[config.mk]
export PLATFORM = sky130hd
export DESIGN_NAME = nie_ram
export DESIGN_NICKNAME = d
export VERILOG_FILES = /design/src/design/nie_ram.sv
export SDC_FILE = /design/constraint.sdc
export NUM_CORES = 2
export LEC_CHECK = 0
export BUFFER_PORTS_ARGS = -buffer_cell sky130_fd_sc_hd__clkbuf_2
export CORE_MARGIN = 2
export CORE_UTILIZATION = 40
export CTS_CLUSTER_SIZE = 8
export DETAILED_ROUTE_END_ITERATION = 7
export HOLD_SLACK_MARGIN = 0.15
export SLEW_MARGIN = 20
export SYNTH_ARGS = -nofsm -noshare
export SYNTH_HDL_FRONTEND = slang
export SYNTH_SLANG_ARGS = --single-unit
[constraint.sdc]
create_clock -name i_clk -period 6.2 [get_ports i_clk]
set_input_delay 0.62 -clock i_clk [delete_from_list [all_inputs] [get_ports i_clk]]
set_output_delay 0.62 -clock i_clk [all_outputs]
set_load 0.02 [all_outputs]
[src/design/nie_ram.sv]
// ---------------------------------------------------------------------------
// nie_ram
// simple dual-port ram, one write port, one registered read port
// ---------------------------------------------------------------------------
`default_nettype none

module nie_ram #(
    parameter int WIDTH = 64,
    parameter int DEPTH = 32
) (
    input  wire logic                     i_clk,
    input  wire logic                     i_we,
    input  wire logic [$clog2(DEPTH)-1:0] i_waddr,
    input  wire logic [WIDTH-1:0]         i_wdata,
    input  wire logic [$clog2(DEPTH)-1:0] i_raddr,
    output logic      [WIDTH-1:0]         o_rdata
);

    logic [WIDTH-1:0] r_mem [DEPTH];

    always_ff @(posedge i_clk) begin
        if (i_we) begin
            r_mem[i_waddr] <= i_wdata;
        end
        o_rdata <= r_mem[i_raddr];
    end

endmodule

`default_nettype wire

# == After elaboration in Yosys (flattened, before gate mapping) ==
# Memories as Yosys holds them, arrays and structs flattened. A register that Yosys moved wholly into a read port is not among the register bits.
# Cells that the tools add are included.
# totals
ramBits,2048
n_memories,1
in_bits,76
reg_bits,0
word_cells,3
output_inout_bits,64
# classes
mux,2
# mem_list
name,words,word_bits,rd,rd_ports_with_merged_regs,wr,line_no,source
r_mem,32,64,1,1,1,19,logic [WIDTH-1:0] r_mem [DEPTH];
# op_table
op,count
1-bit two-way mux,2

# == Longest topological paths before layout ==
# depth
depth_word,2
mapped_depth,9

# == Worst setup path before layout ==
# Ideal clock, no wire load.
# synth_path
path_kind,input-to-reg
startpoint,input port i_waddr[1]
endpoint,"memory r_mem[12][0], enable pin"
stages,3
path_slack_ps,1758
t_arrival_ps,3956
cell_sequence,or3b_2 clkbuf_1 nor2_1
# synth_lines
item,line_no,source
start: declaration,13,"input wire logic [$clog2(DEPTH)-1:0] i_waddr,"
end: declaration,19,
# Straight into the memory's write port.

# == Worst setup path in the final report ==
# layout_path
startpoint,input port i_waddr[1]
endpoint,"memory r_mem[13][62], enable pin"
# Straight into the memory's write port.

==> summary.md <==
| Metric | Value |
|---|---|
| Status | completed |
| Post-synth EDFFs | 2048 |
| Die Ht | 448 um |
| Die width | 448 um |
| Largest net degree at the start of global routing | 75 |
| GP Congestion | 0.710 |
| Avg Synthesized Cell Area | 25.5 um2 |
| Lkg Pwr | 28.8 nW |
| First-pass DRT Iterations | 7 |
| Synth Instances | 3097 |
| Largest stage delay, worst path | 0.96 ns |
| Hold WC Path Type | in2reg |
| Setup violators final | 0 |
| Max-cap viol count | 0 |
| CP required | 6.68 ns |
| Inst Count DP | 5792 |
| PostCTS Resize Cnt | 0 |
| Synth cell types | 31 |
| GRT Total Usage | 19.0% |
| Mapped Area | 79000 um2 |
| PwrDens | 354 nW/um2 |
| Syn nets | 3173 |
| WL final | 190000 um |
| Share of layout cells above drive strength 1 | 34.0% |
| IO Pins | 140 |
| Unrepaired setup endpoints after global routing | no |
| Detail Placement HPWL | 90200 um |
| Slew margin rel. | 28.2% |
| Setup bufs post-CTS | 0 |
| CP max FO | 26 |
| Number of antenna-violating nets in the routed design | 0 |
| Core ar. | 197000 um2 |
| Kind of critical path | in2reg |
| Fillers | 15831 |
| Initial Util | 40.1% |
| Setup TNS | 0 ns |
| TritonCTS Buffers | 315 |
| Rows | 163 |
| Final hold viol count | 0 |
| Max VDD drop | 0.278 mV |
| Startpoint types | primary input |
| Synthesized flop and latch total | 2112 |
| Core Util, Final | 46.9% |
| Clk slew on worst S/H paths | 0.05 ns |
| # H-tree levels | 5 |
| Worst Path Arrival | 3.08 ns |
| Final Non-Filler Cells | 6322 |
| Port bufs | 139 |
| Clock Latency Late Sink | 0.90 ns |
| Worst Setup End Kind | register |
| Total congestion overflow | 0 |
| Slowest CP cell | nor2_4 |
| Syn. warnings | 0 |
| DR DRC count | 0 |
| CTS tree | done |
| Root Buffer | clkbuf_16 |
| DR iter-0 viols | 3736 |
| Clock sinks | 2112 |
| CP Cell Sequence | clkbuf_2 -> nand3b_1 -> nor2_4 -> buf_4 |
| Via count | 35340 |
| Final Skew | 0.0479 ns |
| Slew @ Worst Pin | 1.08 ns |
| Async set-reset flop share out of synthesis | 0% |
| Vias in the first global route | 36903 |
| First-pass GRT wire length | 271000 um |
| Nets | 3545 |
| Yosys top cell by area | edfxtp_1 |
| Hold-fix buffers, CTS | 0 |
| Die Footprint | 201000 um2 |
| WL per Instance | 30.1 um |
| Tcrit/Tclk final | 41.9% |
| Synth-to-Final Area Change | 16.9% |
| Via density per instance | 5.59 |
| Clock Tree Buf Depth | 4 |
| Top_reg_cell synth | edfxtp_1 |
| Sequential element share of the synthesized area | 79.5% |
| Initial antenna violation count | 17 |
| Min cycle time layout | 2.60 ns |
| Max frequency | 385 MHz |
| R2r setup slk | 4.37 ns |
| Fin. max-slew vios | 0 |
| Area share of the largest cell type after synthesis | 77.9% |
| Synth top area cells | edfxtp_1 78%, mux4_2 17%, dfxtp_1 1.6% |
kinds of logic after synthesis:
| group | count (synthesis) | share of synthesized area, % |
|---|---|---|
| AND/OR/NAND/NOR | 64 | 0.379 |
| AO/OA/AOI/OAI | 50 | 0.466 |
| multiplexers | 714 | 18.7 |
| buffers and inverters | 157 | 0.944 |
| flip-flops | 2112 | 79.5 |
cell usage after synthesis (all sizes together), types with 5 or more instances:
| library cell | count |
|---|---|
| edfxtp | 2048 |
| mux4 | 602 |
| nor2 | 41 |
| mux2 | 74 |
| clkbuf | 55 |
| o21ai | 9 |
| mux2i | 38 |
| dfxtp | 64 |
| buf | 101 |
| o22ai | 10 |
| a221oi | 12 |
| nand3b | 5 |
cell type report:
cell class / count / area [um2] / area share (%)
tap: 2640 / 3300 / 3.58
antenna: 4 / 10.0 / 0.0108
inverter: 1 / 3.75 / 0.00407
timing repair buffer: 211 / 1720 / 1.87
clock buffer: 514 / 8700 / 9.43
sequential: 2112 / 62800 / 68.0
clock inverter: 12 / 131 / 0.142
multi-input combinational: 828 / 15700 / 17.0
flip-flops by register name, summed over array words and instances (netlist names):
| register | flops |
|---|---|
| r_mem | 2048 |
| o_rdata | 64 |
metrics by stage:
stage               worst slack, ns  hold WS [ns]  power [W]  cell area, um2
CTS                            3.64         0.258     0.0330           92300
finish                         3.60         0.315     0.0327           92300
detailed placement             2.72         0.818     0.0177           83500
global route                   3.52         0.335     0.0336           92300
global placement               2.75         0.801     0.0177           83500
floorplan                      1.76         0.719     0.0171           79000
routing by layer:
layer / share of wire [%] / GRT usage (%) / wire length, um / vias to the layer above
li1: - / - / - / 14300
met1: 42 / 26.2 / 79400 / 19444
met2: 50 / 31.4 / 95300 / 1260
met3: 6.0 / 3.21 / 11300 / 328
met4: 2.1 / 5.26 / 3950 / 8
met5: 0.028 / 0 / 54 / -
path summary, 6_finish.rpt:
kind	from	endpoint	depth (start not counted)
worst max-delay path	i_waddr[1]	r_mem[13][62]$_DFFE_PP_	4
worst min-delay path	i_wdata[27]	r_mem[28][27]$_DFFE_PP_	1
worst max register to register	r_mem[31][48]$_DFFE_PP_	o_rdata[48]$_DFF_P_	3
worst min register to register	r_mem[10][36]$_DFFE_PP_	o_rdata[36]$_DFF_P_	4
placed cells by master, fill, tap and decap left out, types with 2 or more instances in the layout:
master     count
edfxtp_1    2048
mux4_2       602
clkbuf_16    318
clkbuf_1     195
clkbuf_2     134
mux2_2        74
dfxtp_1       64
mux2i_1       38
buf_4         37
buf_12        34
nor2_4        32
a221oi_1      12
o22ai_1       10
nor2_1         9
o21ai_0        9
inv_6          6
nand3b_1       5
diode_2        4
nor2b_1        4
nand2_1        3
o2bb2ai_1      3
o221ai_1       3
and2_1         3
a211oi_1       3
a22oi_1        3
o211ai_1       3
o31a_1         3
buf_8          3
nand2b_1       2
or3b_2         2
nand3_1        2
clkinv_8       2
buf_6          2
critical path, delay by kind of cell:
kind / cells / cell delay (ns)
AND/OR/NAND/NOR: 2 / 1.64
buffers and inverters: 2 / 0.75
power by group:
group / switching [W] / internal (W)
logic: 0.000806 / 0.000591
registers: 0.0000854 / 0.0159
clock network: 0.00579 / 0.00946
total: 0.00669 / 0.0260
Note: power is estimated with default switching activity, not from simulation.
