`src/design/nie_div.sv`:
```
// ---------------------------------------------------------------------------
// nie_div
// restoring divider, 64-bit dividend by 16-bit divisor, one bit per cycle
// ---------------------------------------------------------------------------
`default_nettype none

module nie_div (
    input  wire logic        i_clk,
    input  wire logic        i_rst_n,
    input  wire logic        i_start,
    input  wire logic [63:0] i_dividend,
    input  wire logic [15:0] i_divisor,
    output logic             o_done,
    output logic      [63:0] o_quotient
);

    logic        r_busy, n_busy;
    logic        r_done, n_done;
    logic [5:0]  r_cnt, n_cnt;
    logic [15:0] r_rem, n_rem;
    logic [15:0] r_div, n_div;
    logic [63:0] r_quo, n_quo;
    logic [16:0] trial;
    logic [16:0] diff;
    logic        ge;

    assign trial = {r_rem, r_quo[63]};
    assign diff  = trial - {1'b0, r_div};
    assign ge    = trial >= {1'b0, r_div};

    always_comb begin
        n_busy = r_busy;
        n_done = 1'b0;
        n_cnt  = r_cnt;
        n_rem  = r_rem;
        n_div  = r_div;
        n_quo  = r_quo;
        if (i_start) begin
            n_busy = 1'b1;
            n_cnt  = 6'd63;
            n_rem  = '0;
            n_div  = i_divisor;
            n_quo  = i_dividend;
        end else if (r_busy) begin
            n_rem = ge ? diff[15:0] : trial[15:0];
            n_quo = {r_quo[62:0], ge};
            n_cnt = r_cnt - 6'd1;
            if (r_cnt == 6'd0) begin
                n_busy = 1'b0;
                n_done = 1'b1;
            end
        end
    end

    always_ff @(posedge i_clk) begin
        if (!i_rst_n) begin
            r_busy <= 1'b0;
            r_done <= 1'b0;
        end else begin
            r_busy <= n_busy;
            r_done <= n_done;
        end
    end

    always_ff @(posedge i_clk) begin
        r_cnt <= n_cnt;
        r_rem <= n_rem;
        r_div <= n_div;
        r_quo <= n_quo;
    end

    assign o_done     = r_done;
    assign o_quotient = r_quo;

endmodule

`default_nettype wire

```
`config.mk`:
```
export PLATFORM = sky130hd
export DESIGN_NAME = nie_div
export DESIGN_NICKNAME = d
export VERILOG_FILES = /design/src/design/nie_div.sv
export SDC_FILE = /design/constraint.sdc
export NUM_CORES = 1
export LEC_CHECK = 0
export BUFFER_PORTS_ARGS = -buffer_cell sky130_fd_sc_hd__clkbuf_2
export CELL_PAD_IN_SITES_DETAIL_PLACEMENT = 0
export CELL_PAD_IN_SITES_GLOBAL_PLACEMENT = 2
export CORE_MARGIN = 4
export CORE_UTILIZATION = 25
export CTS_BUF_LIST = sky130_fd_sc_hd__clkbuf_4 sky130_fd_sc_hd__clkbuf_8
export DETAILED_ROUTE_END_ITERATION = 8
export PLACE_DENSITY = 0.76
export SKIP_LAST_GASP = 1
export SYNTH_ARGS = -nofsm -noshare
export SYNTH_HDL_FRONTEND = slang
export SYNTH_SLANG_ARGS = --single-unit
```
`constraint.sdc`:
```
create_clock -name i_clk -period 2.4 [get_ports i_clk]
set_input_delay 0.24 -clock i_clk [delete_from_list [all_inputs] [get_ports i_clk]]
set_output_delay 0.24 -clock i_clk [all_outputs]
set_load 0.005 [all_outputs]
```
After elaboration in Yosys (flattened, before gate mapping). Cells that the tools add are included. Widths: inputs -> output; s select.

Bitwise logic cells: 2. $lt $le $gt $ge: 1. Add/subtract/negate cells: 2. Reduce and logical (&&, ||, !) cells: 3. Mux-type cells: 7.

Operator list (count): $mux 64 (2); $ge 17x16->1 (1); $mux 16 (1); $sub 16x16->16 (1); $logic_not 6->1 (1); $sub 6x1->6 const B (1); $mux 1 (4); $reduce_or 3->1 (1); $not 1->1 (2); $reduce_bool 2->1 (1).

Bits of input ports: 83. Bits in registers: 104. Output and inout bits: 65.

Depth between registers and ports, before layout.
Depth in word-level cells: 4. Depth in mapped cells: 10. Depth with buffers taken out: 9.

Least setup slack after synthesis. No wires, ideal clock.

Path kind: register to register. Start point: reg r_busy. End point: reg r_quo[0] (netlist: o_quotient[0]), enable pin. Library setup time: 0.394 ns. Data arrival time: 1.836 ns. Stages on the path, launching flop included: 4. Data required time: 2.006 ns. Path slack: 0.170 ns. Period minus slack after synthesis: 2.230 ns. Cell sequence: dfxtp_1 > clkbuf_1 > clkbuf_1 > or2_2.

Longest elaborated chain between the ends: 1.

Ends and longest elaborated chain: start, declared (RTL line 17) `logic r_busy, n_busy;`; start signal, assigned (RTL line 60) `r_busy <= n_busy;`; $reduce_bool 2->1 (no line); end signal, assigned (RTL line 69) `r_quo <= n_quo;`; end, declared (RTL line 22) `logic [63:0] r_quo, n_quo;`.

Every way passes these cells. A chain may end at the register's enable or synchronous reset.

Worst setup path in the final report.
Start point: reg r_div[1]. End point: reg r_rem[15].

Longest elaborated chain between the ends: 2. Elaborated cells on any way between the ends: 3.

Ends and longest elaborated chain: start, declared (RTL line 21) `logic [15:0] r_div, n_div;`; start signal, assigned (RTL line 68) `r_div <= n_div;`; $sub 16x16->16 / $ge 17x16->1 (equally long branches) (RTL line 28, 29); $mux 16 * (RTL line 45) `n_rem = ge ? diff[15:0] : trial[15:0];`; end signal, assigned (RTL line 67) `r_rem <= n_rem;`; end, declared (RTL line 20) `logic [15:0] r_rem, n_rem;`.

Mark *: on every way between the ends. The rest lies on a longest branch, timed or not.

==> results.json <==
{
  "hpwl_um": 10300,
  "htree_levels": 3,
  "swShare_pct": 29.0,
  "numPortBuffers": 147,
  "antennaDiodeCount": 0,
  "outcome": "completed",
  "critical_path_class": "flip-flop to flip-flop",
  "grt_first_pass_wirelength_um": 21900,
  "synth.top_cell.area_share_pct": 46.3,
  "root_buffer": "clkbuf_8",
  "layout.nets": 690,
  "crit_required_ns": 2.73,
  "p_leak_nw": 2.79,
  "wl_met3_um": 1520,
  "cts.path.max_buffers": 2,
  "wl_um": 13600,
  "hold_path_class": "input port to flip-flop",
  "postRouteAntennaNets": 0,
  "total_power_mw": 4.38,
  "area_growth_pct": 30.7,
  "synth_commonest_cells": "edfxtp_1 (80), mux2_2 (63), nand2_1 (32), nor2_1 (27), inv_1 (25)",
  "wl_per_cell_um": 15.8,
  "start_kind": "flip-flop",
  "reg2reg_depth": 9,
  "utilization_pct": 33.4,
  "clkPwrFrac_pct": 28.8,
  "fin_cells": 863,
  "relSlewSlack_pct": 58.0,
  "avgSynthCellArea_um2": 12.5,
  "die_y_um": 152,
  "p_sw_mw": 1.27,
  "clkTransAtPathRegs_ns": 0.12,
  "maxCapViolCount": 0,
  "via_per_inst": 4.47,
  "critPathMaxFanout": 6,
  "die_x_um": 152,
  "ir_drop_v": 0.000319,
  "tightest_slew_ns": 0.622,
  "r2r_start": "r_div[1]",
  "fmax_mhz": 431,
  "seqPwrFrac_pct": 50.9,
  "cts_sinks": 104,
  "grtUsageTotal_pct": 11.7,
  "drv_slew": 0,
  "drt_iter0_markers": 156,
  "powerDensity_mw_per_mm2": 646,
  "globalplace.congestion": 0.793,
  "nFillCells": 2114,
  "p_int_mw": 3.11,
  "hold_end": "r_div[15]",
  "insertion_delay_ns": 0.40,
  "finalSetupViolCount": 0,
  "met1_length_um": 5770,
  "dr.pass1.iters": 4,
  "hold_viol_final": 0,
  "rows": 52,
  "fin_tns_setup_ns": 0,
  "syn_nets": 516,
  "routed-wl-met2_um": 6190,
  "hold_depth": 1,
  "highest_layer": "met4",
  "synth-seq-cells": 104,
  "synthTopCellsByArea": "edfxtp_1 (46%), mux2_2 (14%), dfxtp_1 (9.3%), ha_1 (4.3%), nand2_1 (2.3%)",
  "p_comb_share_pct": 20.3,
  "grt_max_degree": 65,
  "end_kind": "flip-flop",
  "yosysSeqAreaShare_pct": 55.6,
  "num_vias": 3856,
  "period_share_pct": 96.7,
  "die_area_mm2": 0.0231,
  "drcViolationCount": 0,
  "yosys.area.top_type": "edfxtp_1",
  "multiInputGateArea_mm2": 0.00219,
  "grt_pass1_vias": 4153,
  "regArea_mm2": 0.00288,
  "rsz0062_at_grt": "yes",
  "yosysMostFrequentCell": "edfxtp_1",
  "regToRegEndpoint": "r_rem[15]",
  "drive_gt1_share_pct": 46.5,
  "syn_area_mm2": 0.00519,
  "ys_async_sr_fraction_pct": 0,
  "fp.coreArea_mm2": 0.0203,
  "synth_edf_count": 80,
  "cts_inserted_buffers": 9,
  "antenna_found_initial": 0,
  "ys.flop_type": "edfxtp_1",
  "arrival_ns": 2.65,
  "overflow": 0,
  "syn_inst": 414,
  "synth.distinct_cells": 57,
  "start_util_pct": 25.6,
  "min_from": "i_divisor[15]",
  "cts_tree": "yes",
  "r2r_slack_ns": 0.08,
  "fin_skew_ns": 0.0189,
  "dp_cells": 837,
  "ios": 148,
  "yosys_warnings": 0,
  "post-route-min-period_ns": 2.32
}
cells in the final DEF, fill, tap and decap left out, types with 3 or more instances in the layout:
cell and count:
inv_8 3, xor2_1 6, a21oi_1 19, dlygate4sd3_1 7
nand2_1 31, a21o_1 5, a311oi_1 6, edfxtp_1 80
nor3_1 4, mux2_2 63, a31oi_1 3, o21ai_0 10
dfxtp_1 24, nand2b_1 10, ha_1 15, xnor2_1 10
buf_4 24, nor3b_1 3, inv_1 24, nand4_1 4
clkbuf_2 146, or2_2 3, clkbuf_8 9, nor2_1 27
critical path: stages, from the launching register on:
cell and delay [ns]:
edfxtp_1 0.40, inv_2 0.06, ha_4 0.28, nand2b_4 0.05
a211o_1 0.31, a211oi_4 0.36, o31ai_4 0.16, buf_6 0.19
a311o_1 0.34, a31oi_1 0.13
stage by stage:
step / hold slack [ns] / instance area [µm²] / worst slack [ns]
3_3_place_gp: 0.422 / 6380 / 0.0930
2_1_floorplan: 0.339 / 5190 / 0.170
5_1_grt: 0.00151 / 6780 / -0.0447
6_report: 0.0195 / 6780 / 0.0795
3_5_place_dp: 0.419 / 6380 / 0.0612
4_1_cts: 0.00808 / 6680 / 0.0366
worst max path at each step:
stage	startpoint	end	slack, ns
finish	r_div[1]	r_rem[15]	0.08
global route	r_div[7]	r_rem[11]	-0.04
CTS	r_div[4]	r_rem[15]	0.04
detailed placement	r_div[3]	r_rem[10]	0.06
global placement	r_div[0]	r_rem[14]	0.09
floorplan	r_busy	o_quotient[0]	0.17
cell families after synthesis:
family | after synthesis | synth area share (%)
flip-flops | 104 | 55.6
adder cells (fa/ha/maj) | 19 | 4.73
AND/OR/NAND/NOR | 97 | 9.17
AO/OA/AOI/OAI | 69 | 9.91
XOR/XNOR | 16 | 2.70
buffers and inverters | 43 | 3.57
multiplexers | 66 | 14.4
metal layers:
layer | up-vias | GRT usage (%)
li1 | 1884 | -
met1 | 1820 | 13.9
met2 | 142 | 18.6
met3 | 10 | 6.09
met4 | 0 | 3.25
met5 | - | 0
repair_timing:
item,in CTS,in global routing
resized for setup,0,16
hold buffers,7,0
endpoints found under the setup margin,0,15
setup buffers,0,3
endpoints found under the hold margin,7,0
power groups by stage:
stage | registers (mW) | logic, mW | clock network [mW]
finish | 2.23 | 0.887 | 1.26
global route | 2.26 | 0.986 | 1.39
CTS | 2.24 | 0.867 | 1.32
detailed placement | 2.27 | 0.854 | 0
global placement | 2.27 | 0.847 | 0
floorplan | 2.26 | 0.486 | 0
layout make-up:
type | instances | area share (%)
tap | 270 | 4.98
timing repair buffer | 181 | 15.4
clock inverter | 7 | 1.55
inverter | 25 | 1.38
sequential | 104 | 42.5
clock buffer | 9 | 1.83
multi-input combinational | 267 | 32.3
registers in the layout, summed over array words and instances (netlist names):
| signal | count |
|---|---|
| o_done | 1 |
| o_quotient | 64 |
| r_busy | 1 |
| r_cnt | 6 |
| r_div | 16 |
| r_rem | 16 |
Power figures use the tool's default switching activity.
